**src/design/lsq_pkg.sv**
```systemverilog
package lsq_pkg;

  // Line buffer and frame geometry
  localparam int MAX_COLUMNS = 1024;
  localparam int MAX_ROWS    = 1024;
  localparam int COL_W       = $clog2(MAX_COLUMNS);
  localparam int ROW_W       = $clog2(MAX_ROWS);
  localparam int CNT_W       = COL_W + 1;

  // Fixed field widths of the interface
  localparam int CFG_W       = 11;
  localparam int SIZE_W      = 11;
  localparam int OUT_ROW_W   = 10;
  localparam int OUT_COL_W   = 10;
  localparam int IN_TDATA_W  = 8;
  localparam int OUT_TDATA_W = 32;
  localparam int CMP_W       = (CFG_W > CNT_W) ? CFG_W : CNT_W;

  localparam logic [CFG_W-1:0]  ROW_WIDTH_RESET = CFG_W'(6);
  localparam logic [SIZE_W-1:0] SIZE_SAT        = '1;

  // Depth of the queue between the front and the back
  localparam int QUEUE_DEPTH = 2;
  localparam int QPTR_W      = $clog2(QUEUE_DEPTH);
  localparam int QCNT_W      = $clog2(QUEUE_DEPTH + 1);

  // One classified cell on its way to the back
  typedef struct packed {
    logic             pixel;
    logic             last;
    logic             first;
    logic [ROW_W-1:0] row;
    logic [COL_W-1:0] col;
  } lsq_entry_t;

endpackage

```
**src/design/lsq_queue.sv**
```systemverilog
module lsq_queue import lsq_pkg::*; (
  input  logic       clk_i,
  input  logic       rst_ni,
  input  logic       push_i,
  input  lsq_entry_t entry_i,
  output logic       full_o,
  output logic       valid_o,
  input  logic       pop_i,
  output lsq_entry_t entry_o
);

  lsq_entry_t        slot_q [QUEUE_DEPTH];
  logic [QPTR_W-1:0] wr_ptr_q;
  logic [QPTR_W-1:0] rd_ptr_q;
  logic [QCNT_W-1:0] count_q;
  logic              do_pop;

  assign full_o  = (count_q == QCNT_W'(QUEUE_DEPTH));
  assign valid_o = (count_q != '0);
  assign entry_o = slot_q[rd_ptr_q];
  assign do_pop  = pop_i && valid_o;

  // Store pushed items
  always_ff @(posedge clk_i) begin
    if (push_i) begin
      slot_q[wr_ptr_q] <= entry_i;
    end
  end

  // Move the pointers and the fill count
  always_ff @(posedge clk_i or negedge rst_ni) begin
    if (!rst_ni) begin
      wr_ptr_q <= '0;
      rd_ptr_q <= '0;
      count_q  <= '0;
    end else begin
      if (push_i) begin
        wr_ptr_q <= (wr_ptr_q == QPTR_W'(QUEUE_DEPTH - 1)) ? '0 : wr_ptr_q + QPTR_W'(1);
      end
      if (do_pop) begin
        rd_ptr_q <= (rd_ptr_q == QPTR_W'(QUEUE_DEPTH - 1)) ? '0 : rd_ptr_q + QPTR_W'(1);
      end
      if (push_i && !do_pop) begin
        count_q <= count_q + QCNT_W'(1);
      end else if (do_pop && !push_i) begin
        count_q <= count_q - QCNT_W'(1);
      end
    end
  end

endmodule

```
**config.mk**
```make
export PLATFORM = sky130hd
export DESIGN_NAME = lsq_queue
export DESIGN_NICKNAME = d
export VERILOG_FILES = /design/src/design/lsq_pkg.sv /design/src/design/lsq_queue.sv
export SDC_FILE = /design/constraint.sdc
export NUM_CORES = 1
export LEC_CHECK = 0
export BUFFER_PORTS_ARGS = -buffer_cell sky130_fd_sc_hd__buf_2
export CORE_MARGIN = 2
export CORE_UTILIZATION = 51
export DETAILED_ROUTE_END_ITERATION = 10
export GPL_ROUTABILITY_DRIVEN = 0
export PLACE_DENSITY_LB_ADDON = 0.25
export RECOVER_POWER = 100
export SYNTH_ARGS = -nofsm -noshare
export SYNTH_HDL_FRONTEND = slang
export SYNTH_SLANG_ARGS = --single-unit
```
**constraint.sdc**
```tcl
create_clock -name clk_i -period 2.15 [get_ports clk_i]
set_input_delay 0.5375 -clock clk_i [delete_from_list [all_inputs] [get_ports clk_i]]
set_output_delay 0.5375 -clock clk_i [all_outputs]
set_load 0.005 [all_outputs]
```
==> metrics.cfg <==
[run_status]
run_status=complete, no violations

[grt]
antenna_found_initial=0
grt_overflow=0
grt_max_degree=16
grt_use_total_pct=14.2
first_global_vias=922
grt_use_met2_pct=23.0
use_met3_pct=4.60
busiest_layer=met2
grtUsageMet1_pct=16.3
grt_pass1_wl_mm=4.18

[pwr]
p_sw_mw=0.730
vdd_ir_drop_max_mv=0.608
p_clk_share_pct=20.8
p_leak_nw=0.859
comb_power_share_pct=28.7
sequentialPowerShare_pct=50.5
switching_share_pct=26.9
power.density_mw_per_mm2=1190
internal-power_mw=1.98

[synth]
synth_edf_count=46
ys_top_cells_by_count=46 x edfxtp_1, 19 x mux2_4, 4 x dfrtp_1, 4 x mux2_2, 3 x xor2_1
syn_nets=116
yosysUniqueCellTypes=14
async_flop_share_pct=8.00
ys_warn_count=0
yosys-top-cells-area=edfxtp_1 71%, mux2_4 15%, dfrtp_1 5.1%
syn_inst=88
yosysTopAreaCellShare_pct=70.7
synthFlopType=edfxtp_1
ys_seq_elements=50
yosysTopAreaCell=edfxtp_1
avgSynthCellArea_sq_um=22.2
ys_seq_area_share_pct=75.8
syn_area_sq_mm=0.00195
yosysMostFrequentCell=edfxtp_1

[detailed_routing]
vias_per_cell=4.76
vias=942
wl_mm=2.88
drtPass1Iterations=4
ant_nets=0
drc_errors=0
first_iter_violations=17
wire_per_inst_um=14.5

[worst_setup_path]
cp.required_ps=1610
cp.arrival_ps=1410
start_kind=register
rr_startpoint=wr_ptr_q
critPathLaunch=rd_ptr_q
cp-end-kind=primary output
path_class=reg2out
path_max_fanout=15

[placed_design]
dpl.cell_count=190
post_dp_cell_area_sq_mm=0.00227
dp_hpwl_mm=2.02
portBuffers=51

[run]
maxCapViolations=0

[sta]
setup_tns_ps=0
setup_violations=0
tightest_slew_ps=745
fmax_ghz=0.513
rsz0062_at_grt=no
slew_viol_final=0
slew_headroom_pct=50.3
finalCritPeriodShare_pct=90.7
timing.final.hold_violations=0
fin_crit_ps=1950
finClkSkew_ps=4.18

[clock_tree]
cts_tree=done
cts_hold_buffers=0
clock-sinks=50
clk_path_buf_depth=2
cts_max_level=2
cts_inserted_buffers=5
clk_latency_ps=300
postCtsSetupBuffers=0
clkTransAtPathRegs_ps=80
cts_resized=0
cts_root_buf=clkbuf_8

[die]
die_w_um=65.9
die_area_sq_mm=0.00434
ioPinCount=52
start_util_pct=53.4
rows=22
core_area_sq_mm=0.00366
die_h_um=65.9

[finish]
fillers=283
design_area_sq_mm=0.00227
final_util_pct=62.1
stdcell_count=198
nets=177
diodes=0
drive_above_1_share_pct=38.0
area_growth_pct=16.4

[min_path]
hp-class=in2async

[cells by family after synthesis]
logic type | Yosys count | share of synthesized area (%)
mux | 23 | 16.9
flops | 50 | 75.8
xor+xnor | 5 | 2.24
buf+inv | 3 | 2.62
fa+ha+maj | 1 | 0.640
simple gates | 6 | 1.79
[metal layers]
metal / wire (um) / vias up / part of all wire (%)
li1: - / 457 / -
met1: 1230 / 448 / 43
met2: 1420 / 30 / 49
met3: 158 / 7 / 5.5
met4: 65 / 0 / 2.3
met5: 0 / - / 0
[registers in the layout, summed over array words and instances (netlist names)]
register	count
wr_ptr_q	1
rd_ptr_q	1
count_q	2
slot_q	46
[path summary, 6_finish.rpt]
kind / endpoint / slack, ps / cells past startpoint
max: entry_o[9] / 200 / 3
min: wr_ptr_q / 70 / 1
max reg2reg: slot_q[0][4] / 630 / 2
min reg2reg: wr_ptr_q / 490 / 1
max in group asynchronous: rd_ptr_q / 1890 / 1
min in group clk_i: slot_q[1][19] / 430 / 1
[area by class of cell]
type	count	area, sq um	share of cell area [%]
tap	48	60.1	2.64
timing repair buffer	57	268	11.8
sequential	50	1480	65.1
multi-input combinational	35	365	16.1
clock inverter	1	3.75	0.165
clock buffer	7	96.3	4.24
[cell usage in the layout (no fill, tap or decap), types with 2 or more instances in the layout]
| cell type | count |
|---|---|
| edfxtp_1 | 46 |
| xnor2_1 | 2 |
| nor2b_1 | 2 |
| mux2_4 | 4 |
| mux2_2 | 4 |
| xor2_1 | 3 |
| buf_2 | 39 |
| clkbuf_1 | 16 |
| mux2_1 | 15 |
| dfrtp_1 | 4 |
| clkbuf_8 | 7 |
[power groups by stage]
stage               Sequential (mW)  Combinational, mW  Clock (mW)
floorplan                      1.38              0.708           0
global placement               1.38              0.938           0
detailed placement             1.40              0.961           0
CTS                            1.38              0.963       0.579
global route                   1.39              0.863       0.619
finish                         1.37              0.778       0.565
[worst max-delay path, stage by stage, from the launching register on]
cell,delay [ps]
dfrtp_1,340
clkbuf_4,280
mux2_1,360
buf_2,130
[metrics by stage]
step	worst slack [ps]	total power, mW	hold WS (ps)
after floorplan	144	2.09	242
after global placement	557	2.32	345
after detailed placement	533	2.36	352
after CTS	195	2.92	24.8
after global routing	101	2.87	68.9
final	200	2.71	66.3
Note: power is estimated with default switching activity, not from simulation.
