File: src/design/lsq_pkg.sv
package lsq_pkg;

  // Line buffer and frame geometry
  localparam int MAX_COLUMNS = 1024;
  localparam int MAX_ROWS    = 1024;
  localparam int COL_W       = $clog2(MAX_COLUMNS);
  localparam int ROW_W       = $clog2(MAX_ROWS);
  localparam int CNT_W       = COL_W + 1;

  // Fixed field widths of the interface
  localparam int CFG_W       = 11;
  localparam int SIZE_W      = 11;
  localparam int OUT_ROW_W   = 10;
  localparam int OUT_COL_W   = 10;
  localparam int IN_TDATA_W  = 8;
  localparam int OUT_TDATA_W = 32;
  localparam int CMP_W       = (CFG_W > CNT_W) ? CFG_W : CNT_W;

  localparam logic [CFG_W-1:0]  ROW_WIDTH_RESET = CFG_W'(6);
  localparam logic [SIZE_W-1:0] SIZE_SAT        = '1;

  // Depth of the queue between the front and the back
  localparam int QUEUE_DEPTH = 2;
  localparam int QPTR_W      = $clog2(QUEUE_DEPTH);
  localparam int QCNT_W      = $clog2(QUEUE_DEPTH + 1);

  // One classified cell on its way to the back
  typedef struct packed {
    logic             pixel;
    logic             last;
    logic             first;
    logic [ROW_W-1:0] row;
    logic [COL_W-1:0] col;
  } lsq_entry_t;

endpackage

File: src/design/lsq_front.sv
module lsq_front import lsq_pkg::*; (
  input  logic                  clk_i,
  input  logic                  rst_ni,
  input  logic                  cfg_we_i,
  input  logic [CFG_W-1:0]      cfg_wdata_i,
  input  logic                  in_valid_i,
  output logic                  in_ready_o,
  input  logic                  cell_i,
  input  logic                  last_i,
  input  logic                  q_full_i,
  output logic                  push_o,
  output lsq_entry_t            entry_o
);

  logic [CFG_W-1:0] row_width_q;
  logic [COL_W-1:0] col_q, col_d;
  logic [ROW_W-1:0] row_q, row_d;
  logic [CMP_W-1:0] width_raw;
  logic [CMP_W-1:0] width_eff;
  logic [CMP_W-1:0] col_next;
  logic             row_end;
  logic             accept;

  assign in_ready_o = !q_full_i;
  assign accept     = in_valid_i && !q_full_i;

  // Clamp the programmed width into 1..MAX_COLUMNS
  assign width_raw = CMP_W'(row_width_q);
  always_comb begin
    if (width_raw == '0) begin
      width_eff = CMP_W'(1);
    end else if (width_raw > CMP_W'(MAX_COLUMNS)) begin
      width_eff = CMP_W'(MAX_COLUMNS);
    end else begin
      width_eff = width_raw;
    end
  end

  assign col_next = CMP_W'(col_q) + CMP_W'(1);
  assign row_end  = (col_next >= width_eff);

  // Advance the raster position, wrap at row end, saturate the row, restart after the last cell
  always_comb begin
    col_d = col_q;
    row_d = row_q;
    if (accept) begin
      if (last_i) begin
        col_d = '0;
        row_d = '0;
      end else if (row_end) begin
        col_d = '0;
        if (row_q < ROW_W'(MAX_ROWS - 1)) begin
          row_d = row_q + ROW_W'(1);
        end
      end else begin
        col_d = col_next[COL_W-1:0];
      end
    end
  end

  always_ff @(posedge clk_i or negedge rst_ni) begin
    if (!rst_ni) begin
      row_width_q <= ROW_WIDTH_RESET;
      col_q       <= '0;
      row_q       <= '0;
    end else begin
      if (cfg_we_i) begin
        row_width_q <= cfg_wdata_i;
      end
      col_q <= col_d;
      row_q <= row_d;
    end
  end

  // Classify the item for the back
  assign push_o        = accept;
  assign entry_o.pixel = cell_i;
  assign entry_o.last  = last_i;
  assign entry_o.first = (row_q == '0) || (col_q == '0);
  assign entry_o.row   = row_q;
  assign entry_o.col   = col_q;

endmodule

File: config.mk
export PLATFORM = sky130hd
export DESIGN_NAME = lsq_front
export DESIGN_NICKNAME = d
export VERILOG_FILES = /design/src/design/lsq_pkg.sv /design/src/design/lsq_front.sv
export SDC_FILE = /design/constraint.sdc
export NUM_CORES = 1
export LEC_CHECK = 0
export BUFFER_PORTS_ARGS = -buffer_cell sky130_fd_sc_hd__buf_4
export CORE_UTILIZATION = 38
export CTS_CLUSTER_SIZE = 20
export DETAILED_ROUTE_END_ITERATION = 12
export SLEW_MARGIN = 20
export SYNTH_ARGS = -nofsm -noshare
export SYNTH_HDL_FRONTEND = slang
export SYNTH_SLANG_ARGS = --single-unit
File: constraint.sdc
create_clock -name clk_i -period 6.3 [get_ports clk_i]
set_clock_uncertainty 0.15 [all_clocks]
set_input_delay 0.315 -clock clk_i [delete_from_list [all_inputs] [get_ports clk_i]]
set_output_delay 0.315 -clock clk_i [all_outputs]
set_load 0.01 [all_outputs]
==> metrics list, run 1 <==
- Number of different library cells in the post-synthesis netlist: 44
- Entering global routing, the biggest net connects 32 pins.
- Number of cells after detailed placement: 314
* Overall overflow remaining after global route: 0
- Data on the critical path is required at its endpoint by 6320 ps.
- Synthesis-to-finish area growth: 20.7%
* Remaining design rule violation count: 0
- The average instance in the mapped netlist occupies 9.09 sq um.
- The most numerous cell type found on the critical path is sky130_fd_sc_hd__ha_1.
- After detailed routing, the average wire length per cell comes to 14.4 microns.
* Count of state elements after synthesis: 31
- Fraction of final layout cells with drive strength greater than 1: 24.4%
- Clock input transition at the sequential cells of the worst setup and hold paths: 70 ps
* Syn Inst Count: 218
- TritonCTS built the clock tree.
- Vias after detailed routing: 1745
- Final Cycle Share: 55.2%
- RSZ-0062 raised after global routing: no
- In this run the power density over the cells is 222 nW/um^2.
- Antenna Nets Post-Route: 0
* Post-synth EDFFs: 0
- Before CTS, the worst setup slack after placement is 2920 ps.
- The number of antenna diodes in the final layout is 0.
- Worst-path cell chain: ha_1, nand3_2, nor2_1, xor2_1, ha_1, a21oi_1, nor2b_1, o21ai_0, nand4_2, and2_1, a31o_1
- The clock period could shrink to 3480 ps.
- For this block, the initial DRC count from the detailed router was 148.
* Via count of the first global-routing pass: 1688
* Boundary pin count: 43
* Routability Congestion: 0.777
* Number of fill cells in the layout: 496
- Net Count, Synth: 251
- The tree built by TritonCTS fans out to 31 sinks.
- Setup total negative slack on the finished layout was measured at 0 ps.
* Width of the chip: 74.2 microns
- Once detailed placement completed, the half-perimeter wirelength came to 3230 microns.
* FF-to-FF setup slack: 2820 ps
- After synthesis, flip-flops and latches occupy 39.3% of the total area.
- Number of levels the H-tree was split into: 2
- Row cnt: 25
- For this design the static power due to leakage is 1.10 nW.
* Die area: 5500 sq um
- The worst hold path belongs to the class input port to register.
- Initial Utilization: 40.6%
* Detail-routed via count per cell: 5.44
- Crit Path Category: register to register
* Worst Path Arrival: 3490 ps
- Worst rel slew slack: 49.9%
* Buffer depth of the longest clock path: 2
* Placeable core region: 4880 sq um
- Peak fanout along the critical path: 23
- Hold Vio Cnt, Final: 0
- Post-CTS setup-driven buffer insertion count: 0
- The largest single stage delay on the critical path is 530 ps.
- Worst Tran Pin Value: 750 ps
- On the critical path, the stage with the largest delay is an instance of sky130_fd_sc_hd__nand4_2.
* Synth warn: 0
* Worst Setup Start Kind: register
* Achievable Freq: 0.288 GHz
- First-pass GRT wire length: 7820 microns
* Combined area of all synthesized cells: 1980 sq um
- The die is 74.2 microns tall.
- The number of max-slew violations in the final report came to 0.
* Detailed Routing Iterations Pass 1: 4
- Most used flip-flop cell after synthesis: sky130_fd_sc_hd__dfrtp_1
* Max-Cap Viols: 0
* Post-synth ARST share: 100%
- Placed Instance Area: 2310 sq um
- Max VDD drop: 0.140 mV
* Antenna violations before repair: 0
- Counting the buffers created by CTS gives 5.
- The later pin in the worst-skew pair is clocked with a latency of 280 ps.
- Final worst-path setup slack: 2820 ps
- The flow ran to the end, and the final reports show no timing, DRC or antenna violations.
* PortBufs: 40
* Total wirelength of the detailed-routed design: 4610 microns
* Clock root buffer: sky130_fd_sc_hd__clkbuf_8
* Kind of end point of the critical path: register
* Post-layout net count: 288
* Fin area: 2390 sq um
* Tot GR Track Use: 18.8%
- Filler-free cell count of the finished design: 321
* Final setup viols: 0
* Final total power: 0.000530 W
timing repair:
item / in CTS / in global routing
endpoints found under the hold margin: 29 / 0
hold buffers: 1 / 0
gates resized for setup: 0 / 0
per-layer routing:
| layer | up-vias | track usage [%] | part of all wire, % |
|---|---|---|---|
| met3 | 4 | 3.79 | 3.3 |
| li1 | 855 | - | - |
| met4 | 0 | 4.49 | 0.72 |
| met5 | - | 0 | 0 |
| met2 | 31 | 29.1 | 44 |
| met1 | 855 | 26.9 | 52 |
cell usage after synthesis, types with 2 or more instances:
cell type,instances,area share [%]
sky130_fd_sc_hd__dfrtp_1,29,37
sky130_fd_sc_hd__nand2_1,27,5.1
sky130_fd_sc_hd__o21ai_0,16,4.0
sky130_fd_sc_hd__ha_1,15,9.5
sky130_fd_sc_hd__inv_1,13,2.5
sky130_fd_sc_hd__nor3_1,11,2.8
sky130_fd_sc_hd__mux2_2,9,5.1
sky130_fd_sc_hd__nand3_1,9,2.3
sky130_fd_sc_hd__a21oi_1,8,2.0
sky130_fd_sc_hd__nor2_1,8,1.5
sky130_fd_sc_hd__clkbuf_1,6,1.1
sky130_fd_sc_hd__nand2b_1,6,1.9
sky130_fd_sc_hd__nand4_1,5,1.6
sky130_fd_sc_hd__buf_4,4,1.5
sky130_fd_sc_hd__nor4_1,4,1.3
sky130_fd_sc_hd__xnor2_1,4,1.8
sky130_fd_sc_hd__xor2_1,4,1.8
sky130_fd_sc_hd__a21o_1,3,1.1
sky130_fd_sc_hd__a31oi_1,3,0.95
sky130_fd_sc_hd__and3_1,3,0.95
sky130_fd_sc_hd__nand3_2,3,1.5
sky130_fd_sc_hd__or3_1,3,0.95
sky130_fd_sc_hd__a22oi_1,2,0.76
sky130_fd_sc_hd__dfstp_2,2,2.7
sky130_fd_sc_hd__o2bb2ai_1,2,0.88
layout by cell type, fill, tap and decap left out, types with 2 or more instances in the layout:
cell                         n
sky130_fd_sc_hd__inv_1      13
sky130_fd_sc_hd__nor3_1     11
sky130_fd_sc_hd__nand3_2     3
sky130_fd_sc_hd__buf_4      40
sky130_fd_sc_hd__and3_1      3
sky130_fd_sc_hd__nor2_1      8
sky130_fd_sc_hd__nand2_1    27
sky130_fd_sc_hd__a22oi_1     2
sky130_fd_sc_hd__or3_1       3
sky130_fd_sc_hd__clkbuf_8    5
sky130_fd_sc_hd__nand3_1     9
sky130_fd_sc_hd__nor4_1      4
sky130_fd_sc_hd__nand4_1     5
sky130_fd_sc_hd__nand2b_1    6
sky130_fd_sc_hd__dfrtp_1    29
sky130_fd_sc_hd__dfstp_2     2
sky130_fd_sc_hd__a21oi_1     8
sky130_fd_sc_hd__xor2_1      4
sky130_fd_sc_hd__o21ai_0    16
sky130_fd_sc_hd__ha_1       15
sky130_fd_sc_hd__xnor2_1     4
sky130_fd_sc_hd__a21o_1      3
sky130_fd_sc_hd__o2bb2ai_1   2
sky130_fd_sc_hd__mux2_2      9
sky130_fd_sc_hd__a31oi_1     3
state kept, by name, summed over array words and instances, names as in the netlist:
signal	cells
row_q	10
col_q	10
row_width_q	11
metrics by stage:
step | utilization (%) | hold WS (ps)
floorplan | - | -131
global placement | 47.3 | 129
detailed placement | 47.3 | 128
CTS | 49.0 | 85.2
global route | 49.0 | 110
finish | 49.0 | 87.4
report_power, final:
group,internal (W),switching [W],leakage (nW)
Sequential,0.000220,0.0000285,0.369
Clock,0.0000736,0.0000714,0.0371
Combinational,0.0000666,0.0000699,0.697
worst paths after layout:
path,startpoint,end,cells past startpoint
min reg2reg,row_width_q[8],row_width_q[8],1
max reg2reg,col_q[0],row_q[1],11
min,cfg_wdata_i[0],row_width_q[0],3
min in group asynchronous,rst_ni,row_width_q[6],2
max,col_q[0],row_q[1],11
max in group asynchronous,rst_ni,row_width_q[1],2
cells by family (layout without fill, tap and decap cells):
logic type | Yosys count | in the layout | share of synthesized area, %
AOI/OAI and AO/OA | 43 | 43 | 13.6
xor gates and xnor gates | 8 | 8 | 3.54
adders and majority gates | 15 | 15 | 9.48
buffers and inverters | 25 | 61 | 5.56
DFF | 31 | 31 | 39.3
muxes | 9 | 9 | 5.12
and+or+nand+nor | 87 | 87 | 23.4
final cells by class:
class                           count  area, sq um  area share, %
Tap cell                           67         83.8           3.51
Timing Repair Buffer               41          310           13.0
Sequential cell                    31          778           32.6
Clock buffer                        6         72.6           3.04
Multi-Input combinational cell    162         1090           45.7
Inverter                           14         52.6           2.20
critical path, delay by kind of cell, from the launching register on:
family / cells / cell delay (ps)
simple gates: 5 / 1340
compound gates: 3 / 560
xor+xnor: 1 / 220
flops: 1 / 500
fa+ha+maj: 2 / 580
No activity file was read; power rests on OpenSTA's default activity.
==> inputs of run 2 (changes only) <==
- clock period: 6.3 -> 3.45 ns (I/O delays scaled with it)
==> run 2 against run 1 <==
  * Clock-buffer cell count is the same
  * Non-clock buffer count up 17
  * Hold slack got worse by 26 ps
  * First-iteration DRC count grew 9.5%
  * Fmax up 6.9%
  * Global-route usage is 0.097 points lower
  * Cell count is 5.3% higher
  * Total power up 84%
  * Sequential power up 80%
  * Critical path type unchanged
  * Largest cell class unchanged
  * Highest routed layer unchanged
==> metrics list, run 2 (synthesis gave the netlist of run 1 again) <==
- The flow ran to the end, and the final reports show no timing, DRC or antenna violations.
* Comb power frac: 27.7% (+2.0 points)
- The max capacitance violation total was 0 (unchanged).
- The number of top-level pins came to 43 (unchanged).
- Overall overflow remaining after global route: 0 (unchanged)
- The highest net fanout along the worst path was 14 (-39%).
- The worst-margin pin slew came to 460 ps (-290 ps).
- The number of endpoints with negative hold slack in the final report is 0 (unchanged).
- Hold Worst Slack: 61.3 ps (-26.1 ps)
* Power per standard cell area: 383 nW/um^2 (+73%)
- Routed length per instance: 13.5 microns (-6.1%)
- The number of max-slew violations in the final report was 0 (unchanged).
- Relative to the synthesized area, the layout overhead comes to 28.5%.
- The sequential cell fraction of total power is 45.9% (-1.0 points).
- Number of clock sinks: 31 (unchanged)
- Worst Path Arrival: 3260 ps (-230 ps)
* Final setup viols: 0 (unchanged)
- The count of buffers inserted at the top-level ports was 40 (unchanged).
- The number of antenna violations at the first check in global routing is 0 (unchanged).
- The critical path goes through ha_1, nand3_2, nor2_1, xor2_1, ha_1, a21oi_1, nor2b_1, o21ai_0, nand4_2, and2_1, a31o_1.
- Achievable Freq: 0.307 GHz (+6.9%)
- Antenna cell count: 0 (unchanged)
- The vias per cell came to 5.25 (-3.4%).
* Data required time at the worst endpoint: 3460 ps (-2860 ps)
* TritonCTS buffer count: 5 (unchanged)
- Tot GR Track Use: 18.7% (-0.097 points)
* Filler-free cell count of the finished design: 338 (+5.3%)
* First-pass GRT wire length: 7770 microns (-0.61%)
* Later-pin clock latency in the skew report: 270 ps (about the same)
* Kind of end point of the critical path: register
* Fraction of final layout cells with drive strength greater than 1: 25.1% (+0.68 points)
- Ranked by flip-flop count, first place goes to row_width_q.
- Most frequent standard cell in the layout excluding fill and tap cells: sky130_fd_sc_hd__buf_4
* Net load switching power: 0.000302 W (+78%)
* Final design utilization: 52.2% (+3.2 points)
* Final Cycle Share: 94.3% (+39 points)
- The number of buffers on the longest clock path is 2 (unchanged).
- The final sum of negative setup slack is 0 ps (unchanged).
- Number of levels the H-tree was split into: 2 (unchanged)
- The tree is rooted in a sky130_fd_sc_hd__clkbuf_8.
* Initial Utilization: 40.6% (unchanged)
- Static power due to leakage: 1.18 nW (+6.9%)
* Via count of the first global-routing pass: 1660 (-1.7%)
- The worst setup path is launched from a register.
- The total of cells resized after clock tree synthesis came to 0 (unchanged).
- The DRC violation total after the first TritonRoute iteration came to 162 (+9.5%).
- The flip-flop count of the largest register after layout is 11 (unchanged).
* Vias after detailed routing: 1775 (+1.7%)
- Die area: 5500 sq um (unchanged)
* Crit Path Category: register to register
- Placeable core region: 4880 sq um (unchanged)
- Slowest cell on crit path: sky130_fd_sc_hd__dfrtp_1
- The total wire length came to 4560 microns (-1.1%).
- Die extent in y: 74.2 microns (unchanged)
- The number of remaining DRC errors came to 0 (unchanged).
- Post-route minimum period: 3250 ps (-224 ps)
- Antenna Nets Post-Route: 0 (unchanged)
- Internal Dissipation: 0.000673 W (+87%)
- The die width was 74.2 microns (unchanged).
- The worst slew margin relative to its limit was 69.0% (+19 points).
* Largest registers: row_width_q x11, col_q x10, row_q x10
* CP dominant cell by count: sky130_fd_sc_hd__ha_1
- Switching portion of total power: 31.0% (-1.0 points)
- Clock share of power: 26.4% (-0.9 points)
- Pin count of the biggest net entering global routing: 32 (unchanged)
- The first-pass iteration count of the detailed router came to 4 (unchanged).
- Max VDD drop: 0.224 mV (+60%)
- The path class of the tightest hold or removal check is input port to register.
- DPL Wire Length: 3290 microns (+1.8%)
* Number of cells after detailed placement: 320 (+1.9%)
- Max stage delay on crit path: 440 ps (-90 ps)
* Commonest cells after routing, fill and taps aside: sky130_fd_sc_hd__buf_4 (46), sky130_fd_sc_hd__dfrtp_1 (29), sky130_fd_sc_hd__nand2_1 (27)
- TritonCTS built the clock tree.
* Post-layout net count: 305 (+5.9%)
* Routability Congestion: 0.795 (+2.2%)
- The number of standard-cell rows in the floorplan was 25 (unchanged).
* RSZ-0062 raised after global routing: no
- Clock input transition at the sequential cells of the worst setup and hold paths: 60 ps (about the same)
==> run 2: cell types whose count changed in the layout (fill, tap and decap cells not counted), sizes merged <==
cell         before  now
buf              40   46
dlygate4sd3       1   12
==> run 2: final timing paths <==
| kind | startpoint | end | slack [ps] | cells past startpoint |
|---|---|---|---|---|
| max reg2reg | col_q[1] | row_q[1] | 200 | 11 |
| min in group asynchronous | rst_ni | row_width_q[7] | 220 | 2 |
| min reg2reg | row_width_q[9] | row_width_q[9] | 380 | 1 |
| max | col_q[1] | row_q[1] | 200 | 11 |
| max in group asynchronous | rst_ni | row_width_q[1] | 2610 | 2 |
| min | last_i | row_q[4] | 60 | 2 |
==> run 2: final cells by class <==
type	instances	area (sq um)
clock buffer	6	72.6
sequential	31	778
multi-input combinational	162	1090
fill	495	2330
timing repair buffer	58	465
inverter	14	52.6
tap	67	83.8
==> run 2: routing by layer <==
metal | wire length (microns) | GRT usage [%] | part of all wire [%] | vias up
met4 | 19 | 3.85 | 0.42 | 0
met2 | 2020 | 28.5 | 44 | 42
met3 | 221 | 4.34 | 4.8 | 2
met5 | 0 | 0 | 0 | -
met1 | 2300 | 27.0 | 50 | 840
li1 | - | - | - | 891
==> run 2: worst max-delay path, delay by kind of cell (launching register included) <==
| family | cells | cell delay (ps) |
|---|---|---|
| DFF | 1 | 440 |
| adders and majority gates | 2 | 610 |
| AOI/OAI and AO/OA | 3 | 590 |
| and+or+nand+nor | 5 | 1100 |
| xor gates and xnor gates | 1 | 240 |
==> run 2: timing repair <==
action | 4_1_cts | 5_1_grt
hold buffers | 12 | 0
setup buffers | 0 | 0
endpoints found under the setup margin | 0 | 1
endpoints found under the hold margin | 40 | 0
==> run 2: power groups by stage <==
stage / clock (W) / combinational [W] / sequential [W]
global placement: 0 / 0.000259 / 0.000453
detailed placement: 0 / 0.000262 / 0.000454
CTS: 0.000269 / 0.000274 / 0.000447
finish: 0.000257 / 0.000270 / 0.000448
global route: 0.000279 / 0.000305 / 0.000456
floorplan: 0 / 0.000144 / 0.000458
==> run 2: per-stage QoR <==
step	total power, W	worst slack, ps	cell area (sq um)
6_report	0.000975	198	2540
5_1_grt	0.00104	19.6	2540
4_1_cts	0.000990	211	2540
3_5_place_dp	0.000716	241	2350
3_3_place_gp	0.000713	274	2350
2_1_floorplan	0.000602	746	1980
